## src/esd_pkg.sv

```systemverilog
// Shared types, character constants and a helper function for the escape sequence decoder.
package esd_pkg;

    typedef struct packed {
        logic [15:0] code_unit;
        logic        is_last;
    } text_item_t;

    typedef struct packed {
        logic [15:0] out_unit;
        logic        out_last;
    } dec_item_t;

    typedef struct packed {
        logic      emit;
        dec_item_t item;
    } dec_result_t;

    typedef struct packed {
        logic idle;
        logic emit;
    } dec_status_t;

    typedef enum logic [2:0] {
        MODE_NORMAL = 3'b001,
        MODE_ESCAPE = 3'b010,
        MODE_HEX    = 3'b100
    } mode_t;

    localparam logic [15:0] CHAR_BACKSLASH = 16'h005C;
    localparam logic [15:0] CHAR_A_LOWER   = 16'h0061;
    localparam logic [15:0] CHAR_B_LOWER   = 16'h0062;
    localparam logic [15:0] CHAR_F_LOWER   = 16'h0066;
    localparam logic [15:0] CHAR_N_LOWER   = 16'h006E;
    localparam logic [15:0] CHAR_R_LOWER   = 16'h0072;
    localparam logic [15:0] CHAR_T_LOWER   = 16'h0074;
    localparam logic [15:0] CHAR_V_LOWER   = 16'h0076;
    localparam logic [15:0] CHAR_X_LOWER   = 16'h0078;
    localparam logic [15:0] CHAR_U_LOWER   = 16'h0075;

    localparam logic [15:0] CTRL_BEL = 16'd7;
    localparam logic [15:0] CTRL_BS  = 16'd8;
    localparam logic [15:0] CTRL_HT  = 16'd9;
    localparam logic [15:0] CTRL_LF  = 16'd10;
    localparam logic [15:0] CTRL_VT  = 16'd11;
    localparam logic [15:0] CTRL_FF  = 16'd12;
    localparam logic [15:0] CTRL_CR  = 16'd13;

    localparam logic [2:0] DIGITS_X = 3'd2;
    localparam logic [2:0] DIGITS_U = 3'd4;

    // Returns {valid, value} for one code unit taken as a hex digit.
    function automatic logic [4:0] hex_digit(input logic [15:0] u);
        logic [4:0] r;
        r = 5'd0;
        if (u >= 16'h0030 && u <= 16'h0039) begin
            r = {1'b1, 4'(u - 16'h0030)};
        end
        else if (u >= 16'h0041 && u <= 16'h0046) begin
            r = {1'b1, 4'(u - 16'h0041 + 16'd10)};
        end
        else if (u >= 16'h0061 && u <= 16'h0066) begin
            r = {1'b1, 4'(u - 16'h0061 + 16'd10)};
        end
        return r;
    endfunction

endpackage

```

## src/esd_decode.sv

```systemverilog
// Decoder state registers and the single-step escape decode logic.
module esd_decode
    import esd_pkg::*;
(
    input  logic        clk,
    input  logic        rst_n,
    input  logic        step,
    input  text_item_t  item,
    output dec_result_t result,
    output dec_status_t status
);

    mode_t       mode_reg;
    mode_t       mode_next;
    logic [2:0]  digits_left_reg;
    logic [2:0]  digits_left_next;
    logic [15:0] hex_value_reg;
    logic [15:0] hex_value_next;
    logic        hex_bad_reg;
    logic        hex_bad_next;

    logic [4:0]  digit;
    logic [15:0] gathered;
    logic        bad;

    always_comb
    begin
        digit    = hex_digit(item.code_unit);
        gathered = digit[4] ? {hex_value_reg[11:0], digit[3:0]} : hex_value_reg;
        bad      = hex_bad_reg | ~digit[4];

        mode_next        = mode_reg;
        digits_left_next = digits_left_reg;
        hex_value_next   = hex_value_reg;
        hex_bad_next     = hex_bad_reg;
        result.emit          = 1'b0;
        result.item.out_unit = item.code_unit;
        result.item.out_last = item.is_last;

        unique case (mode_reg)
            MODE_ESCAPE:
            begin
                mode_next   = MODE_NORMAL;
                result.emit = 1'b1;
                unique case (item.code_unit)
                    CHAR_A_LOWER: result.item.out_unit = CTRL_BEL;
                    CHAR_B_LOWER: result.item.out_unit = CTRL_BS;
                    CHAR_F_LOWER: result.item.out_unit = CTRL_FF;
                    CHAR_N_LOWER: result.item.out_unit = CTRL_LF;
                    CHAR_R_LOWER: result.item.out_unit = CTRL_CR;
                    CHAR_T_LOWER: result.item.out_unit = CTRL_HT;
                    CHAR_V_LOWER: result.item.out_unit = CTRL_VT;
                    CHAR_X_LOWER, CHAR_U_LOWER:
                    begin
                        result.item.out_unit = CHAR_BACKSLASH;
                        if (!item.is_last) begin
                            result.emit      = 1'b0;
                            mode_next        = MODE_HEX;
                            digits_left_next = (item.code_unit == CHAR_X_LOWER) ?
                                               DIGITS_X : DIGITS_U;
                            hex_value_next   = 16'd0;
                            hex_bad_next     = 1'b0;
                        end
                    end
                    default: result.item.out_unit = CHAR_BACKSLASH;
                endcase
            end
            MODE_HEX:
            begin
                if (digits_left_reg <= 3'd1 || item.is_last) begin
                    result.emit          = 1'b1;
                    result.item.out_unit = bad ? 16'd0 : gathered;
                    mode_next            = MODE_NORMAL;
                    digits_left_next     = 3'd0;
                    hex_value_next       = 16'd0;
                    hex_bad_next         = 1'b0;
                end
                else begin
                    digits_left_next = digits_left_reg - 3'd1;
                    hex_value_next   = gathered;
                    hex_bad_next     = bad;
                end
            end
            default:
            begin
                mode_next   = MODE_NORMAL;
                result.emit = 1'b1;
                if (item.code_unit == CHAR_BACKSLASH && !item.is_last) begin
                    result.emit = 1'b0;
                    mode_next   = MODE_ESCAPE;
                end
            end
        endcase

        status.emit = result.emit;
        status.idle = (mode_reg == MODE_NORMAL);
    end

    always_ff @(posedge clk or negedge rst_n)
    begin
        if (!rst_n) begin
            mode_reg        <= MODE_NORMAL;
            digits_left_reg <= 3'd0;
            hex_value_reg   <= 16'd0;
            hex_bad_reg     <= 1'b0;
        end
        else if (step) begin
            mode_reg        <= mode_next;
            digits_left_reg <= digits_left_next;
            hex_value_reg   <= hex_value_next;
            hex_bad_reg     <= hex_bad_next;
        end
    end

endmodule

```

## src/escape_sequence_decoder.sv

```systemverilog
// Top level of the backslash escape decoder: input register, decode step, result register.
//
// The text channel (text_valid, text_stall, text_item) carries one 16-bit code
// unit per request, with is_last marking the end of a string. The decoded
// channel (dec_valid, dec_stall, dec_item) returns zero or one unit for each
// accepted request, in order, with out_last marking the end of the string.
// A request is taken when valid is high and stall is low at a clock edge.
// Each request is held in the input register, is decoded in one pass
// against the decoder state, and any result lands in the result register,
// from which it is offered to the receiver.
// Throughput is one request per cycle while the receiver does not stall, set
// by the single decode step that updates the escape state for each request.
// When the receiver stalls with a result waiting, the decode step halts and
// the input register holds its request; text_stall rises only while both
// registers are occupied.
// Reset clears both registers and returns the decoder to plain text mode.
module escape_sequence_decoder
    import esd_pkg::*;
(
    input  logic       clk,
    input  logic       rst_n,
    input  logic       text_valid,
    output logic       text_stall,
    input  text_item_t text_item,
    output logic       dec_valid,
    input  logic       dec_stall,
    output dec_item_t  dec_item
);

    logic        in_valid_reg;
    logic        in_valid_next;
    text_item_t  in_item_reg;
    logic        out_valid_reg;
    logic        out_valid_next;
    dec_item_t   out_item_reg;

    logic        advance;
    logic        step;
    dec_result_t result;
    dec_status_t status;

    assign advance    = ~out_valid_reg | ~dec_stall;
    assign step       = in_valid_reg & advance;
    assign text_stall = in_valid_reg & ~advance;

    esd_decode u_decode (
        .clk    (clk),
        .rst_n  (rst_n),
        .step   (step),
        .item   (in_item_reg),
        .result (result),
        .status (status)
    );

    always_comb
    begin
        in_valid_next  = text_stall ? in_valid_reg : text_valid;
        out_valid_next = advance ? (step & status.emit) : out_valid_reg;
    end

    always_ff @(posedge clk or negedge rst_n)
    begin
        if (!rst_n) begin
            in_valid_reg  <= 1'b0;
            out_valid_reg <= 1'b0;
        end
        else begin
            in_valid_reg  <= in_valid_next;
            out_valid_reg <= out_valid_next;
        end
    end

    always_ff @(posedge clk)
    begin
        if (text_valid && !text_stall) begin
            in_item_reg <= text_item;
        end
        if (step && result.emit) begin
            out_item_reg <= result.item;
        end
    end

    assign dec_valid = out_valid_reg;
    assign dec_item  = out_item_reg;

    a_stall_only_when_full: assert property (@(posedge clk) disable iff (!rst_n)
        text_stall |-> (dec_valid && dec_stall))
        else $error("text_stall raised while the result register could drain");

    a_result_held_until_taken: assert property (@(posedge clk) disable iff (!rst_n)
        $fell(dec_valid) |-> $past(!dec_stall))
        else $error("pending result dropped while stalled");

    a_end_of_string_resets_mode: assert property (@(posedge clk) disable iff (!rst_n)
        (step && in_item_reg.is_last) |=> status.idle)
        else $error("decoder not in plain text mode after end of string");

    a_last_always_emits: assert property (@(posedge clk) disable iff (!rst_n)
        (step && in_item_reg.is_last) |-> status.emit)
        else $error("end of string produced no result");

endmodule

```

## config.mk

```make
export PLATFORM = sky130hd
export DESIGN_NAME = escape_sequence_decoder
export DESIGN_NICKNAME = d
export VERILOG_FILES = /design/src/esd_pkg.sv /design/src/esd_decode.sv /design/src/escape_sequence_decoder.sv
export SDC_FILE = /design/constraint.sdc
export NUM_CORES = 1
export LEC_CHECK = 0
export ABC_AREA = 1
export BUFFER_PORTS_ARGS = -buffer_cell sky130_fd_sc_hd__buf_2
export CORE_ASPECT_RATIO = 0.9
export CORE_MARGIN = 3
export CORE_UTILIZATION = 52
export DETAILED_ROUTE_END_ITERATION = 12
export HOLD_SLACK_MARGIN = 0.06
export PLACE_DENSITY_LB_ADDON = 0.1
export SLEW_MARGIN = 30
export SYNTH_ARGS = -nofsm -noshare
export SYNTH_HDL_FRONTEND = slang
export SYNTH_SLANG_ARGS = --single-unit
```

## constraint.sdc

```tcl
create_clock -name clk -period 2 [get_ports clk]
set_input_delay 0.1 -clock clk [delete_from_list [all_inputs] [get_ports clk]]
set_output_delay 0.1 -clock clk [all_outputs]
set_load 0.1 [all_outputs]
```

[Yosys cells after proc, flatten, opt, wreduce, memory -nomap -nowiden]
Index checks and enable logic that the tools add are counted.
Storage, ports and cells
  register bits after elaboration: 59
  bits of input ports: 21
  output and inout bits: 19
  word-level logic and storage cells: 90
Cells by class
  $add $sub $neg: 6
  $lt $le $gt $ge: 7
  equal/unequal tests: 15
  muxes and demuxes: 30
  bitwise logic cells: 9
  reduce and logical (&&, ||, !) cells: 13
Operator list (number)
  16-bit by 7-bit equality test with 1-bit output, second input constant: 10
  16-bit 2-to-1 mux: 5
  16-bit case mux with 2 select lines: 2
  7-bit case mux with 7 select lines: 1
  16-bit by 7-bit greater-or-equal comparator with 1-bit output, second input constant: 2
  16-bit by 7-bit <= comparator with 1-bit output, second input constant: 2
  3-bit 2-to-1 mux: 7
  17-bit 2-to-1 mux: 1
  16-bit by 6-bit greater-or-equal comparator with 1-bit output, second input constant: 1
  16-bit by 6-bit <= comparator with 1-bit output, second input constant: 1
  5-bit 2-to-1 mux: 3
  3-bit case mux with 2 select lines: 2
  4-bit by 1-bit subtractor with 4-bit output, second input constant: 3
  4-bit adder, second input constant: 2
  1-bit logical AND: 6
  1-bit 2-to-1 mux: 6
  2-bit inequality test, second input constant: 2
  1-bit NOT: 4
  1-bit case mux with 2 select lines: 2
  4-bit AND reduction: 1
  1-bit AND: 3
  3-bit by 2-bit equality test with 1-bit output, second input constant: 1
  3-bit equality test, second input constant: 1
  3-bit by 1-bit <= comparator with 1-bit output, second input constant: 1
  9 further kinds: 11

[Logic depth before layout (Yosys ltp)]
  depth in word-level cells: 11
  depth in mapped cells: 14
  depth with buffers taken out: 14

[Hierarchy]
From an unflattened synthesis, not the netlist that was laid out.
Second synthesis, totals
  cells, all modules: 377
  area total of the unflattened synthesis: 3256.9 um^2
By module, submodules not included
  esd_decode: times used 1, cells each 328, area each 2128.3 um^2, seq. area each 576.8 um^2
  escape_sequence_decoder: times used 1, cells each 49, area each 1128.6 um^2, seq. area each 1071.0 um^2

[Least setup slack after synthesis]
No wires, ideal clock.
  kind: reg-to-reg
  start: register in_item_reg[2] (netlist bit)
  end: register out_item_reg (netlist bit dec_item[7]) (data pin)
  library setup time: 260 ps
  arrival: 1704 ps
  data required time: 1740 ps
  slack: 35 ps
  stages on the path, launching flop included: 11
  path buffers: 1
  clock period less this slack: 1965 ps
  cell sequence: edfxtp_1 -> inv_1 -> ha_1 -> or3_1 -> nand4_1 -> nand3_2 -> nand2_1 -> nor2_2 -> buf_4 -> nand2_1 -> nand3_1
RTL lines
  from (decl): line escape_sequence_decoder.sv:32  | text_item_t in_item_reg;
  from (signal assigned): line escape_sequence_decoder.sv:76  | in_item_reg <= text_item;
  to (signal assigned): line escape_sequence_decoder.sv:79  | out_item_reg <= result.item;
  to (decl): line escape_sequence_decoder.sv:35  | dec_item_t out_item_reg;

==> impl_results.md <==
* Count leader, synth: nand2_1
* Post-layout util at 80.5%
* Layout cell share with drive strength beyond 1 at 40.9%
* Latest clock arrival within the worst-skew pair at 0.34 ns
* DP Area at 0.00392 mm2
* Ys flop type: edfxtp_1
* Initial DRC count at 224
* CP startpoint: in_item_reg[1]$_DFFE_PP_
* Max cap viols at 0
* Status: complete, but fails checks
* Vias at 3125
* Hold/Removal Path Class: in -> async
* CP Launch Type: flip-flop
* Synth Area per Inst at 8.26 um2
* Final Hold Viols at 0
* Synth area leader: edfxtp_1
* Footprint of the multi-input gates at 0.00171 mm2
* Register area at 0.00165 mm2
* Post-synthesis sequential area ratio at 50.4%
* Detailed Place HPWL at 5830 um
* Clock power frac at 34.8%
* Final total power at 3.32 mW
* Final Critical Period at 2.05 ns
* 1st-pass router iterations at 5
* Io pins at 40
* Failing checks: setup timing
* Async S/R FF share, synth at 42.4%
* Critical Path AT at 2.14 ns
* Inserted Diodes at 0
* CTS Sinks at 59
* CTS buffer count at 9
* Final instance area at 0.00474 mm2
* RSZ-0062 raised after global routing: true
* Die area at 0.00728 mm2
* Total global-route track usage at 24.9%
* Initial Utilization at 55.5%
* CTS clk-pin slew, worst paths at 0.07 ns
* Worst Setup Path Type: reg -> reg
* Post-Layout Cell Count at 610
* Largest net degree at the start of global routing at 26
* Number of synthesized flops with an enable pin at 34
* Yosys warns at 0
* Synthesis-to-finish area growth at 44.8%
* Post-Syn Area at 0.00327 mm2
* Crit path capture type: flip-flop
* Pwr Density at 701 mW/mm2
* Final WL at 8930 um
* NetSw at 1.06 mW
* Reg2reg start: in_item_reg[1]$_DFFE_PP_
* First-pass GRT wire length at 13600 um
* Setup WS post-layout at -0.0518 ns
* Antenna violations before repair at 0
* Yosys top cell area share at 31.2%
* Post-synth net total at 424
* Total gr overflow at 0
* Pint at 2.26 mW
* Clock Tree Buf Depth at 2
* Final setup vio count at 15
* DRT antenna net count at 0
* Post-synth top cells: nand2_1 (158), edfxtp_1 (34), inv_1 (33), nor2_1 (25), dfrtp_1 (24)
* Placer Congestion at 0.920
* # H-tree levels at 3
* Power share of the combinational group at 22.0%
* CTS Root Cell: clkbuf_8
* Setup slack, reg-to-reg at -0.05 ns
* R2R depth at 14
* Core Region at 0.00589 mm2
* Flop pwr share at 43.2%
* Fin crit share at 103%
* Worst EP required at 2.09 ns
* Mapped Cells at 396
* I/O Buffers at 39
* Die Span Y at 81.2 um
* Routed len/inst at 14.6 um
* Unique cell type count in the Yosys netlist at 34
* Final net count at 549
* Worst slew margin at 59.7%
* Worst-case vdd ir drop at 0.000490 V
* Clk_skew at 0.00947 ns
* Vias in the first global route at 2871
* Core Rows at 26
* Max Slew Vio Count at 0
* Placed Cells at 562
* Die W at 89.6 um
* Post-route DRC at 0
* Vias per cell at 5.12
* LEAKAGE at 2.28 nW
* Crit Path Max Fanout at 7
* Post-route setup TNS at -0.441 ns
* Largest cells by area after synthesis: edfxtp_1 (31%), dfrtp_1 (18%), nand2_1 (18%), nand2_2 (4.0%), inv_1 (3.8%)
* Peak Freq at 487 MHz
* CTS tree: built
* Flops & latches, synth at 59
* Reg2reg end: dec_item[7]$_DFFE_PP_
* Slew @ Worst Pin at 0.605 ns
* Switching share of total power at 31.8%
* Fillers at 369
-- kinds of logic (layout without fill, tap and decap cells) --
group / Yosys count / after routing / synth area share (%)
adders and majority gates: 7 / 7 / 2.68
DFF: 59 / 59 / 50.4
and+or+nand+nor: 256 / 256 / 35.5
buffers and inverters: 44 / 174 / 6.08
AOI/OAI and AO/OA: 27 / 27 / 4.59
xor gates and xnor gates: 3 / 3 / 0.804
-- layer usage --
layer  up-vias  part of all wire, %  global-route usage, %
met5         -                    0                      0
met1      1473                   44                   34.5
met3        10                  5.5                   6.19
met4         0                  1.2                   8.93
met2       104                   49                   37.7
li1       1538                    -                      -
-- placed cells by master, fill, tap and decap left out, types with 8 or more instances in the layout --
cell,count
nand2_4,17
o21ai_0,9
clkbuf_8,12
nand2_1,125
nand4_1,10
nand3_1,17
dlygate4sd3_1,20
dfrtp_1,24
nor2_1,20
buf_4,53
buf_2,39
nand2_2,39
edfxtp_1,34
inv_1,28
nor2_2,8
buf_6,8
-- cell type report --
cell class                      instances  area share [%]
Multi-Input combinational cell        293            36.1
Sequential cell                        59            34.8
Timing Repair Buffer                  122            19.5
Clock buffer                           14            3.65
Inverter                               35            2.88
Tap cell                               84            2.22
Clock inverter                          2           0.740
Timing Repair inverter                  1           0.132
-- power groups by stage --
stage	registers, mW	logic [mW]	clock network [mW]
final	1.43	0.731	1.16
after global routing	1.44	0.773	1.24
after CTS	1.43	0.703	1.17
after detailed placement	1.45	0.667	0
after global placement	1.45	0.661	0
after floorplan	1.76	0.156	0
-- per-stage QoR --
| stage | hold slack (ns) | setup slack (ns) |
|---|---|---|
| after CTS | 0.305 | -0.00341 |
| after global routing | 0.346 | -0.163 |
| after global placement | 0.132 | -0.0307 |
| after floorplan | -0.196 | 0.0354 |
| after detailed placement | 0.133 | -0.131 |
| final | 0.293 | -0.0518 |
-- repair_timing --
action | CTS | global route
gates resized for setup | 12 | 86
hold buffers | 20 | 0
setup endpoints to repair | 49 | 53
pin swaps | 7 | 37
buffers inserted | 5 | 5
cloned | 0 | 2
hold endpoints to repair | 43 | 0
-- worst max-delay path, stage by stage, from the launching register on --
cell      delay, ns
edfxtp_1       0.47
buf_4          0.17
nor2_1         0.08
nand2_1        0.08
nor2_2         0.18
nand3_2        0.10
nand2_2        0.09
nand2_4        0.08
nand2_4        0.09
nor2_4         0.06
buf_4          0.14
nand2_2        0.05
nand2_2        0.06
nand2_2        0.07
nand3_2        0.06
-- worst max path at each step --
stage | slack (ns) | depth (start not counted) | endpoint
finish | -0.05 | 14 | dec_item[7]$_DFFE_PP_
global route | -0.16 | 13 | dec_item[13]$_DFFE_PP_
CTS | -0.003 | 14 | dec_item[12]$_DFFE_PP_
detailed placement | -0.13 | 12 | dec_item[9]$_DFFE_PP_
global placement | -0.03 | 10 | dec_item[11]$_DFFE_PP_
floorplan | 0.04 | 10 | dec_item[7]$_DFFE_PP_
Power figures use the tool's default switching activity.
